--- src/hw/rtl/a2u_pkg.sv ---
// ----------------------------------------------------------------------------
// ASCII to uint64 parser package
// Types, character codes, status codes and helpers shared by the parser.
// ----------------------------------------------------------------------------
package a2u_pkg;

    localparam int CH_W    = 8;
    localparam int VALUE_W = 64;
    localparam int BASE_W  = 6;
    localparam int POS_W   = 13;
    localparam int PROD_W  = VALUE_W + BASE_W;

    localparam int MAX_LEN_DEF = 4096;
    localparam int POS_HW_CAP  = (1 << POS_W) - 1;

    localparam logic [CH_W-1:0] CH_NUL   = 8'h00;
    localparam logic [CH_W-1:0] CH_TAB   = 8'h09;
    localparam logic [CH_W-1:0] CH_LF    = 8'h0A;
    localparam logic [CH_W-1:0] CH_CR    = 8'h0D;
    localparam logic [CH_W-1:0] CH_SPACE = 8'h20;
    localparam logic [CH_W-1:0] CH_ZERO  = 8'h30;
    localparam logic [CH_W-1:0] CH_SEVEN = 8'h37;
    localparam logic [CH_W-1:0] CH_NINE  = 8'h39;
    localparam logic [CH_W-1:0] CH_UA    = 8'h41;
    localparam logic [CH_W-1:0] CH_UZ    = 8'h5A;
    localparam logic [CH_W-1:0] CH_LA    = 8'h61;
    localparam logic [CH_W-1:0] CH_LX    = 8'h78;
    localparam logic [CH_W-1:0] CH_LZ    = 8'h7A;
    localparam logic [CH_W-1:0] CASE_OFS = 8'd32;
    localparam logic [CH_W-1:0] ALPHA_OFS = 8'd10;

    localparam logic [BASE_W-1:0] BASE_AUTO = 6'd0;
    localparam logic [BASE_W-1:0] BASE_OCT  = 6'd8;
    localparam logic [BASE_W-1:0] BASE_DEC  = 6'd10;
    localparam logic [BASE_W-1:0] BASE_HEX  = 6'd16;
    localparam logic [BASE_W-1:0] BASE_MAX  = 6'd36;
    localparam logic [BASE_W-1:0] NO_DIGIT  = 6'd63;

    typedef enum logic [1:0] {
        STATUS_OK    = 2'd0,
        STATUS_NODIG = 2'd1,
        STATUS_OVF   = 2'd2
    } status_t;

    typedef enum logic [4:0] {
        PH_SKIP   = 5'b00001,
        PH_ZERO   = 5'b00010,
        PH_DIGITS = 5'b00100,
        PH_OVER   = 5'b01000,
        PH_DONE   = 5'b10000
    } phase_t;

    typedef struct packed {
        logic [VALUE_W-1:0] accum;
        phase_t             phase;
        logic [BASE_W-1:0]  base_now;
        logic               digit_seen;
        logic [POS_W-1:0]   position;
    } parse_state_t;

    typedef struct packed {
        logic [VALUE_W-1:0] value;
        status_t            status;
        logic [POS_W-1:0]   end_index;
    } parse_result_t;

    function automatic parse_state_t state_clear();
        parse_state_t s;
        s.accum      = '0;
        s.phase      = PH_SKIP;
        s.base_now   = BASE_AUTO;
        s.digit_seen = 1'b0;
        s.position   = '0;
        return s;
    endfunction

    // Maps 0-9, a-z and A-Z to 0..35; anything else gives NO_DIGIT.
    function automatic logic [BASE_W-1:0] digit_value(input logic [CH_W-1:0] c);
        logic [CH_W-1:0] lc;
        lc = c;
        if (c >= CH_UA && c <= CH_UZ) begin
            lc = c + CASE_OFS;
        end
        if (lc >= CH_ZERO && lc <= CH_NINE) begin
            return BASE_W'(lc - CH_ZERO);
        end else if (lc >= CH_LA && lc <= CH_LZ) begin
            return BASE_W'(lc - CH_LA + ALPHA_OFS);
        end
        return NO_DIGIT;
    endfunction

endpackage

--- src/hw/rtl/a2u_step.sv ---
// ----------------------------------------------------------------------------
// ASCII to uint64 parser step logic
// Next-state and result logic for one character of the string.
// ----------------------------------------------------------------------------
module a2u_step #(
    parameter int MAX_LEN = a2u_pkg::MAX_LEN_DEF
) (
    input  a2u_pkg::parse_state_t             cur,
    input  logic [a2u_pkg::CH_W-1:0]          ch,
    input  logic [a2u_pkg::BASE_W-1:0]        base_choice,
    output a2u_pkg::parse_state_t             nxt,
    output logic                              emit,
    output a2u_pkg::parse_result_t            res
);
    import a2u_pkg::*;

    localparam int PosCapInt = (MAX_LEN < POS_HW_CAP) ? MAX_LEN : POS_HW_CAP;
    localparam logic [POS_W-1:0] POS_CAP = POS_W'(PosCapInt);

    parse_state_t       pre;
    logic               go_digits;
    logic               is_space;
    logic [BASE_W-1:0]  bsel;
    logic [BASE_W-1:0]  b_eff;
    logic [BASE_W-1:0]  dval;
    logic [PROD_W-1:0]  prod;
    logic [POS_W-1:0]   pos_inc;

    assign is_space = (ch == CH_SPACE) || (ch == CH_TAB) || (ch == CH_CR) || (ch == CH_LF);
    assign bsel     = (base_choice > BASE_MAX) ? BASE_MAX : base_choice;
    assign pos_inc  = (cur.position < POS_CAP) ? cur.position + 1'b1 : cur.position;
    assign dval     = digit_value(ch);

    // First pass: handle whitespace, prefix and base selection, and set up the
    // state that the digit-or-stop stage works on.
    always_comb begin
        pre       = cur;
        nxt       = cur;
        go_digits = 1'b0;
        emit      = 1'b0;
        unique case (cur.phase)
            PH_SKIP: begin
                if (is_space) begin
                    nxt.position = pos_inc;
                end else if (ch == CH_NUL) begin
                    emit = 1'b1;
                    nxt  = state_clear();
                end else if (ch == CH_ZERO && (bsel == BASE_AUTO || bsel == BASE_HEX)) begin
                    nxt.base_now = bsel;
                    nxt.phase    = PH_ZERO;
                    nxt.position = pos_inc;
                end else begin
                    pre.base_now = (bsel == BASE_AUTO) ? BASE_DEC : bsel;
                    pre.phase    = PH_DIGITS;
                    go_digits    = 1'b1;
                end
            end
            PH_ZERO: begin
                if (ch == CH_LX) begin
                    nxt.base_now = BASE_HEX;
                    nxt.phase    = PH_DIGITS;
                    nxt.position = pos_inc;
                end else begin
                    if (cur.base_now == BASE_AUTO) begin
                        pre.base_now = (ch >= CH_ZERO && ch <= CH_SEVEN) ? BASE_OCT : BASE_DEC;
                    end
                    pre.phase      = PH_DIGITS;
                    pre.digit_seen = 1'b1;
                    pre.accum      = '0;
                    go_digits      = 1'b1;
                end
            end
            PH_DIGITS, PH_OVER: begin
                go_digits = 1'b1;
            end
            PH_DONE: begin
                if (ch == CH_NUL) begin
                    nxt = state_clear();
                end
            end
            default: begin
                nxt = state_clear();
            end
        endcase

        b_eff = (pre.base_now == BASE_AUTO) ? BASE_DEC : pre.base_now;
        prod  = PROD_W'(pre.accum) * PROD_W'(b_eff) + PROD_W'(dval);

        if (go_digits) begin
            nxt = pre;
            if (ch != CH_NUL && dval < b_eff) begin
                nxt.digit_seen = 1'b1;
                if (pre.phase != PH_OVER) begin
                    // Any bit above the low 64 means the value no longer fits.
                    if (prod[PROD_W-1:VALUE_W] != '0) begin
                        nxt.accum = '1;
                        nxt.phase = PH_OVER;
                    end else begin
                        nxt.accum = prod[VALUE_W-1:0];
                    end
                end
                nxt.position = pos_inc;
            end else begin
                emit = 1'b1;
                if (ch == CH_NUL) begin
                    nxt = state_clear();
                end else begin
                    nxt.phase = PH_DONE;
                end
            end
        end

        res.end_index = pre.position;
        if (!pre.digit_seen) begin
            res.value  = '0;
            res.status = STATUS_NODIG;
        end else if (pre.phase == PH_OVER) begin
            res.value  = '1;
            res.status = STATUS_OVF;
        end else begin
            res.value  = pre.accum;
            res.status = STATUS_OK;
        end
    end

endmodule

--- src/hw/rtl/ascii_to_uint64_parser.sv ---
// ----------------------------------------------------------------------------
// ASCII to uint64 parser
// strtoull-style conversion of a NUL-terminated character stream.
// ----------------------------------------------------------------------------
// The parser takes one character per clock cycle while s_ready is high and gives
// at most one result per string: value, status and the count of characters
// consumed before the stopping character. Every character, including the one
// that produces a result, is absorbed by a combinational state update (a 64 x
// 6 bit multiply, an add and a carry check on the accumulator) into the state
// register. Results sit in an output register, so s_ready drops only while a
// result is waiting there and m_ready is low. The base register is sampled at
// the first non-whitespace character of each string; write it only while the
// parser is idle.
module ascii_to_uint64_parser #(
    parameter int MAX_LEN = a2u_pkg::MAX_LEN_DEF
) (
    input  logic                          aclk,
    input  logic                          aresetn,
    input  logic                          cfg_wr_en,
    input  logic [a2u_pkg::BASE_W-1:0]    cfg_wr_data,
    input  logic                          s_valid,
    output logic                          s_ready,
    input  logic [a2u_pkg::CH_W-1:0]      s_ch,
    output logic                          m_valid,
    input  logic                          m_ready,
    output logic [a2u_pkg::VALUE_W-1:0]   m_value,
    output logic [1:0]                    m_status,
    output logic [a2u_pkg::POS_W-1:0]     m_end_index
);
    import a2u_pkg::*;

    parse_state_t       state_reg;
    parse_state_t       state_next;
    parse_state_t       step_state;
    parse_result_t      step_res;
    parse_result_t      result_reg;
    logic               step_emit;
    logic               m_valid_reg;
    logic               m_valid_next;
    logic [BASE_W-1:0]  base_choice_reg;
    logic               accept;

    a2u_step #(
        .MAX_LEN (MAX_LEN)
    ) u_step (
        .cur         (state_reg),
        .ch          (s_ch),
        .base_choice (base_choice_reg),
        .nxt         (step_state),
        .emit        (step_emit),
        .res         (step_res)
    );

    assign s_ready    = !m_valid_reg || m_ready;
    assign accept     = s_valid && s_ready;
    assign state_next = accept ? step_state : state_reg;

    always_comb begin
        m_valid_next = m_valid_reg;
        if (accept && step_emit) begin
            m_valid_next = 1'b1;
        end else if (m_ready) begin
            m_valid_next = 1'b0;
        end
    end

    always_ff @(posedge aclk) begin
        if (!aresetn) begin
            state_reg       <= state_clear();
            m_valid_reg     <= 1'b0;
            base_choice_reg <= BASE_AUTO;
        end else begin
            state_reg   <= state_next;
            m_valid_reg <= m_valid_next;
            if (cfg_wr_en) begin
                base_choice_reg <= cfg_wr_data;
            end
        end
    end

    always_ff @(posedge aclk) begin
        if (accept && step_emit) begin
            result_reg <= step_res;
        end
    end

    assign m_valid     = m_valid_reg;
    assign m_value     = result_reg.value;
    assign m_status    = result_reg.status;
    assign m_end_index = result_reg.end_index;

endmodule

--- config.mk ---
export PLATFORM = sky130hd
export DESIGN_NAME = ascii_to_uint64_parser
export DESIGN_NICKNAME = d
export VERILOG_FILES = /design/src/hw/rtl/a2u_pkg.sv /design/src/hw/rtl/a2u_step.sv /design/src/hw/rtl/ascii_to_uint64_parser.sv
export SDC_FILE = /design/constraint.sdc
export NUM_CORES = 1
export LEC_CHECK = 0
export BUFFER_PORTS_ARGS = -buffer_cell sky130_fd_sc_hd__buf_2
export CAP_MARGIN = 5
export CORE_ASPECT_RATIO = 0.75
export CORE_MARGIN = 2
export CORE_UTILIZATION = 40
export CTS_CLUSTER_DIAMETER = 200
export DETAILED_ROUTE_END_ITERATION = 10
export PLACE_DENSITY = 0.68
export SYNTH_ARGS = -nofsm -noshare
export SYNTH_HDL_FRONTEND = slang
export SYNTH_HIERARCHICAL = 1
export SYNTH_SLANG_ARGS = --single-unit
--- constraint.sdc ---
create_clock -name aclk -period 26.8 [get_ports aclk]
set_input_delay 5.36 -clock aclk [delete_from_list [all_inputs] [get_ports aclk]]
set_output_delay 5.36 -clock aclk [all_outputs]
set_load 0.05 [all_outputs]
==> run metrics, run 1 <==
Routability Congestion=0.9530; drt via density=5.858; CTS Buf Count=17; CTS tree=done; most frequent cell after synthesis=nor2_1; Critical-path top delay cell=a2111oi_0; DRT Pass-1 Iters=6; WL met1=32.02 mm; clock buffer depth=2; maximum fanout along the worst path=62; Layout area overhead=6.307%; clock slew at reported path FFs=0.09 ns; cells resized by post-CTS repair=0; post-DP HPWL=46.60 mm; Max H-tree Level=4; Worst Clk Skew=0.01305 ns; Core ar.=0.05574 mm²; status=completed; share of cells above drive strength 1=0.07344; routed wire length=64.87 mm; RSZ-0062 raised after global routing=no; routed len/inst=18.93 µm; dominant cell type by area after synthesis=fa_1; slew margin rel.=0.1903; Worst EP required=27.21 ns; cell mode on critical path=inv_1; Final Critical Period=15.45 ns; metal3 WL=5.300 mm; met2 routed WL=26.90 mm; Top FF cell, synth=dfxtp_1; Initial DRC Count=2432; routed vias=20074; setup bufs post-CTS=0; max-slew violation count=0; largest family of logic cells by synthesized area=adder cells; largest net degree at the start of global routing=104; Post-Syn Area=0.02250 mm²; initial antenna violation count=0; gr ovfl total=0; yosys warns=6; pre-CTS setup slack=11.06 ns; Die Y=209.4 µm; Post-Syn Instances=2735; Synth Area in Simple Gates=0.2241; gr usage total=0.2238; Die Width=277.8 µm; Synth Net Count=3165; vias in the first global route=19000; post-synthesis compound-gate area fraction=0.1492; Clock Tree Root=clkbuf_16; CP peak stage delay=1.04 ns; nets=3113; top cells by area, synth=fa_1 (22%), edfxtp_1 (11%), ha_1 (8.8%); Cell Pwr Density=43.22 mW/mm²; Synth top area share=0.2242; Post-synth ARST share=0; max reg flops=89; post-synthesis xor/xnor area fraction=0.02492; Critical Path Source Type=input pin; antenna cells=0; final setup TNS=0 ns; leakage=0.01056 µW; first-pass GRT wire length=105.2 mm; # setup viols final=0; synth cell count leaders=nor2_1 (427), nand2_1 (406), fa_1 (252), a21oi_1 (211), ha_1 (159); Yosys reg bits=175; Post-synth EDFFs=79; Avg Synthesized Cell Area=8.225 µm²; HP Class=reg -> reg; Worst VDD drop=47.04 µV; Final WS setup=11.35 ns; Starting Density=0.4036; endpoints failing hold=0; # DRC=0; I/O pin cnt=100; sequential-to-total area share from yosys stat=0.1909; clk sinks=175; Row Count=75; Top Metal Used=met4; Post-Synth Adder-Cell Area=0.3127; fmax=64.74 MHz; post-synthesis mux area share=0.04333; max-capacitance violation count=0; Worst EP arrival=15.86 ns; number of port buffers=99; fin crit share=0.5763; Detail Route Antenna Nets=0; worst skew pair latency=0.48 ns; Post-CTS Hold Fix Bufs=0; Synth cell types=83; Die Area=0.05817 mm²; Slew @ Worst Pin=1.184 ns; WS Path Type=in -> reg; CP endpoint kind=flop
-- worst paths after layout --
kind,from,to,slack [ns],cells past startpoint
setup / recovery,s_ch[0],state_reg[86],11.35,35
hold / removal,state_reg[75],state_reg[75],0.48,2
setup reg to reg,state_reg[23],state_reg[86],16.34,32
hold reg to reg,state_reg[75],state_reg[75],0.48,2
-- final cells by class --
| type | count | area, µm² |
|---|---|---|
| Multi-Input combinational cell | 2272 | 17040 |
| Inverter | 96 | 360.3 |
| Timing Repair Buffer | 121 | 663.1 |
| Tap cell | 731 | 914.6 |
| Sequential cell | 175 | 4294 |
| Clock buffer | 17 | 425.4 |
| Clock inverter | 15 | 214.0 |
| Fill cell | 5596 | 31830 |
-- critical path: cells and delay by family --
kind,cells,cell delay (ns)
and+or+nand+nor,10,2.86
AOI/OAI and AO/OA,10,3.50
muxes,1,0.16
adders and majority gates,6,2.60
buffers and inverters,8,1.35
-- per-stage QoR --
step,util,total power (µW),instances,area (µm²),hold WS (ns)
floorplan,-,636.0,2735,22500,0.4335
global placement,0.4176,741.1,3395,23280,0.4639
detailed placement,0.4176,744.3,3395,23280,0.4673
CTS,0.4290,1034,3427,23920,0.4797
global route,0.4290,1088,3427,23920,0.4885
finish,0.4290,1034,3427,23920,0.4771
-- logic make-up (layout without fill, tap and decap cells) --
family | after synthesis | count (layout)
buf+inv | 288 | 249
mux | 97 | 97
compound gates | 547 | 547
simple gates | 1153 | 1153
xor+xnor | 64 | 64
flops | 175 | 175
fa+ha+maj | 411 | 411
-- per-layer routing --
metal	global-route usage	up-vias
met4	0.04026	0
li1	-	9344
met1	0.3537	9825
met5	0	-
met3	0.03785	57
met2	0.3189	848
-- cells in the final DEF (no fill, tap or decap), types with 11 or more instances in the layout --
master     count
xor2_1        26
nand4_1       37
a31oi_1       11
fa_1         252
nor2_1       423
o21bai_1      16
edfxtp_1      79
o21ai_1       16
a21oi_1      211
xnor2_1       38
dfxtp_1       96
clkbuf_16     17
inv_1         92
a21o_1        24
nor3_1        83
o211ai_1      20
buf_2         98
nor4_1        40
nand3_1       53
o21a_1        12
buf_4         23
o31ai_1       24
nand2_1      405
o21ai_0       94
ha_1         159
and3_1        12
nor2b_1       15
o22ai_1       35
mux2i_1       94
or2_2         15
-- report_power, final --
| group | total [µW] | internal [µW] | leakage (µW) | switching [µW] |
|---|---|---|---|---|
| sequential | 319 | 304 | 0.00154 | 14.5 |
| combinational | 429 | 117 | 0.00871 | 312 |
| clock | 286 | 145 | 0.000312 | 141 |
| total | 1030 | 566 | 0.0106 | 468 |
(Power assumes the default switching activity.)
==> run 2: changes to the inputs <==
--- a/config.mk
+++ b/config.mk
@@ -5,6 +5,7 @@
 export SDC_FILE = /design/constraint.sdc
 export NUM_CORES = 1
 export LEC_CHECK = 0
+export ABC_AREA = 1
 export BUFFER_PORTS_ARGS = -buffer_cell sky130_fd_sc_hd__buf_2
 export CAP_MARGIN = 5
 export CORE_ASPECT_RATIO = 0.75
@@ -12,7 +13,7 @@
 export CORE_UTILIZATION = 40
 export CTS_CLUSTER_DIAMETER = 200
 export DETAILED_ROUTE_END_ITERATION = 10
-export PLACE_DENSITY = 0.68
+export PLACE_DENSITY = 0.7
 export SYNTH_ARGS = -nofsm -noshare
 export SYNTH_HDL_FRONTEND = slang
 export SYNTH_HIERARCHICAL = 1
==> constraint.sdc (replaced) <==
create_clock -name aclk -period 12.4 [get_ports aclk]
set_input_delay 2.48 -clock aclk [delete_from_list [all_inputs] [get_ports aclk]]
set_output_delay 2.48 -clock aclk [all_outputs]
set_load 0.05 [all_outputs]
==> run metrics, run 2 <==
status=completed; max-slew violation count=0 (unchanged); Slew @ Worst Pin=1.078 ns (-0.1062 ns); Max H-tree Level=4 (unchanged); DRT Pass-1 Iters=5 (-1); global-route met1 utilization=0.3925 (+0.03877); routed vias=25330 (+26%); I/O pin cnt=100 (unchanged); Worst EP required=12.78 ns (-14.43 ns); Routability Congestion=1.030 (+8.0%); CTS Buf Count=17 (unchanged); WS Path Type=in -> reg; Post-synth ARST share=0 (unchanged); most frequent cells in the layout=nand2_1 (1114), nor2_1 (693), inv_1 (438); met3 usage=0.06983 (+0.03199); Final Critical Period=10.74 ns; worst reg2reg startpoint=state_reg[22]; GR peak layer=met1; CP peak stage delay=0.58 ns (-0.46 ns); gr ovfl total=0 (unchanged); cells resized by post-CTS repair=0 (unchanged); CP endpoint kind=flop; clk sinks=175 (unchanged); routed len/inst=17.48 µm (-7.6%); Worst Clk Skew=0.02153 ns (+0.008479 ns); fmax=93.08 MHz; max reg flops=89 (unchanged); number of port buffers=99 (unchanged); Avg Synthesized Cell Area=6.615 µm² (-20%); Initial DRC Count=2890 (+19%); clock slew at reported path FFs=0.07 ns (-0.02 ns); initial antenna violation count=0 (unchanged); drt via density=5.372 (-8.3%); fin crit share=0.8664; Synth Net Count=4310 (+36%); Worst EP arrival=11.12 ns (-4.74 ns); Worst VDD drop=156.2 µV (+230%); maximum fanout along the worst path=61 (-1.6%); Detail Route Antenna Nets=0 (unchanged); Synth cell types=54 (-35%); Final WS setup=1.657 ns (-9.697 ns); clock buffer depth=2 (unchanged); share of cells above drive strength 1=0.05423 (-0.01921); leakage=0.01414 µW (+34%); routed wire length=82.42 mm (+27%); # setup viols final=0 (unchanged); setup bufs post-CTS=0 (unchanged); Die Width=296.5 µm (+6.7%); CTS tree=done; Critical Path Source Type=input pin; Tot Pwr=3962 µW (+280%); endpoints failing hold=0 (unchanged); most frequent cell after synthesis=nand2_1; met2 Use GR=0.3485 (+0.02963); Post-Syn Instances=3880 (+42%); min-delay src=state_reg[72]; Cell Pwr Density=146.0 mW/mm² (+240%); Layout area overhead=5.762%; cell mode on critical path=nand2_1; top cells by area, synth=fa_1 (20%), nand2_1 (16%), nor2_1 (10%); HP Class=reg -> reg; Top FF cell, synth=dfxtp_1; slew margin rel.=0.2815 (+0.09122); synth cell count leaders=nand2_1 (1114), nor2_1 (696), inv_1 (438), a21oi_1 (320), fa_1 (252); Post-synth EDFFs=79 (unchanged); Core ar.=0.06356 mm² (+14%); gr usage total=0.2531 (+0.02922); first-pass GRT wire length=131.9 mm (+25%); # DRC=0 (unchanged); vias in the first global route=23204 (+22%); Critical-path top delay cell=fa_1; antenna cells=0 (unchanged); post-DP HPWL=61.51 mm (+32%); Yosys reg bits=175 (unchanged); Die Area=0.06622 mm² (+14%); Post-Syn Area=0.02566 mm² (+14%); largest net degree at the start of global routing=117 (+13%); Die Y=223.4 µm (+6.7%); RSZ-0062 raised after global routing=no; crit path launch=s_ch[0]; worst skew pair latency=0.50 ns (+0.02 ns); sequential-to-total area share from yosys stat=0.1673 (-0.02356); Synth top area share=0.1966 (-0.02768); dominant cell type by area after synthesis=fa_1; Clock Tree Root=clkbuf_16; Min Hold Slack=0.5098 ns (+0.03271 ns); commonest non-fill, non-tap cell in the layout=nand2_1; max-capacitance violation count=0 (unchanged); yosys warns=6 (unchanged); Row Count=80 (+6.7%); final setup TNS=0 ns (unchanged); pre-CTS setup slack=1.391 ns (-9.667 ns); Post-CTS Hold Fix Bufs=0 (unchanged); nets=4271 (+37%); Starting Density=0.4038 (about the same)
==> run 2: cell count changes after synthesis, sizes merged, moves of 94 or more <==
| cell | before | now |
|---|---|---|
| nand3 | 53 | 211 |
| a21oi | 211 | 320 |
| mux2i | 94 | 0 |
| nor2 | 428 | 710 |
| inv | 94 | 450 |
| nand2 | 406 | 1123 |
==> run 2: per-layer routing <==
layer | wire length (µm) | vias up
li1 | - | 12106
met5 | 0 | -
met2 | 32670 | 1263
met3 | 9534 | 77
met4 | 1035 | 0
met1 | 39180 | 11884
==> run 2: through the flow <==
| stage | cell area [µm²] | std cells | util |
|---|---|---|---|
| 2_1_floorplan | 25660 | 3880 | - |
| 3_3_place_gp | 26570 | 4683 | 0.4181 |
| 3_5_place_dp | 26570 | 4683 | 0.4181 |
| 4_1_cts | 27140 | 4715 | 0.4270 |
| 5_1_grt | 27140 | 4715 | 0.4270 |
| 6_report | 27140 | 4715 | 0.4270 |
==> run 2: cells by family after synthesis <==
logic type                 after synthesis  synth area share
AOI/OAI and AO/OA                      429           0.08931
xor gates and xnor gates                68           0.02321
adders and majority gates              411            0.2741
buffers and inverters                  642            0.1057
DFF                                    175            0.1673
and+or+nand+nor                       2155            0.3404
==> run 2: power by group <==
part           leakage, µW  switching (µW)  internal [µW]
logic               0.0123            1820            854
clock network     0.000277             264            297
registers          0.00155            44.7            687
==> run 2: cell type report <==
type | instances | area, µm²
fillers | 6692 | 36420
multi-input cells | 3063 | 18720
flip-flops and latches | 175 | 4294
inverters | 454 | 1715
well taps | 861 | 1077
repair buffers | 130 | 762.0
clock buffers | 19 | 432.9
clock inverters | 13 | 137.6
==> run 2: worst paths after layout <==
kind / end / slack (ns) / depth (start not counted)
min: state_reg[72] / 0.51 / 2
max reg2reg: state_reg[31] / 3.45 / 45
max: state_reg[78] / 1.66 / 42
min reg2reg: state_reg[72] / 0.51 / 2
==> run 2: critical path, delay by kind of cell <==
kind / cells / cell delay (ns)
fa+ha+maj: 6 / 2.41
simple gates: 28 / 4.81
buf+inv: 8 / 1.36
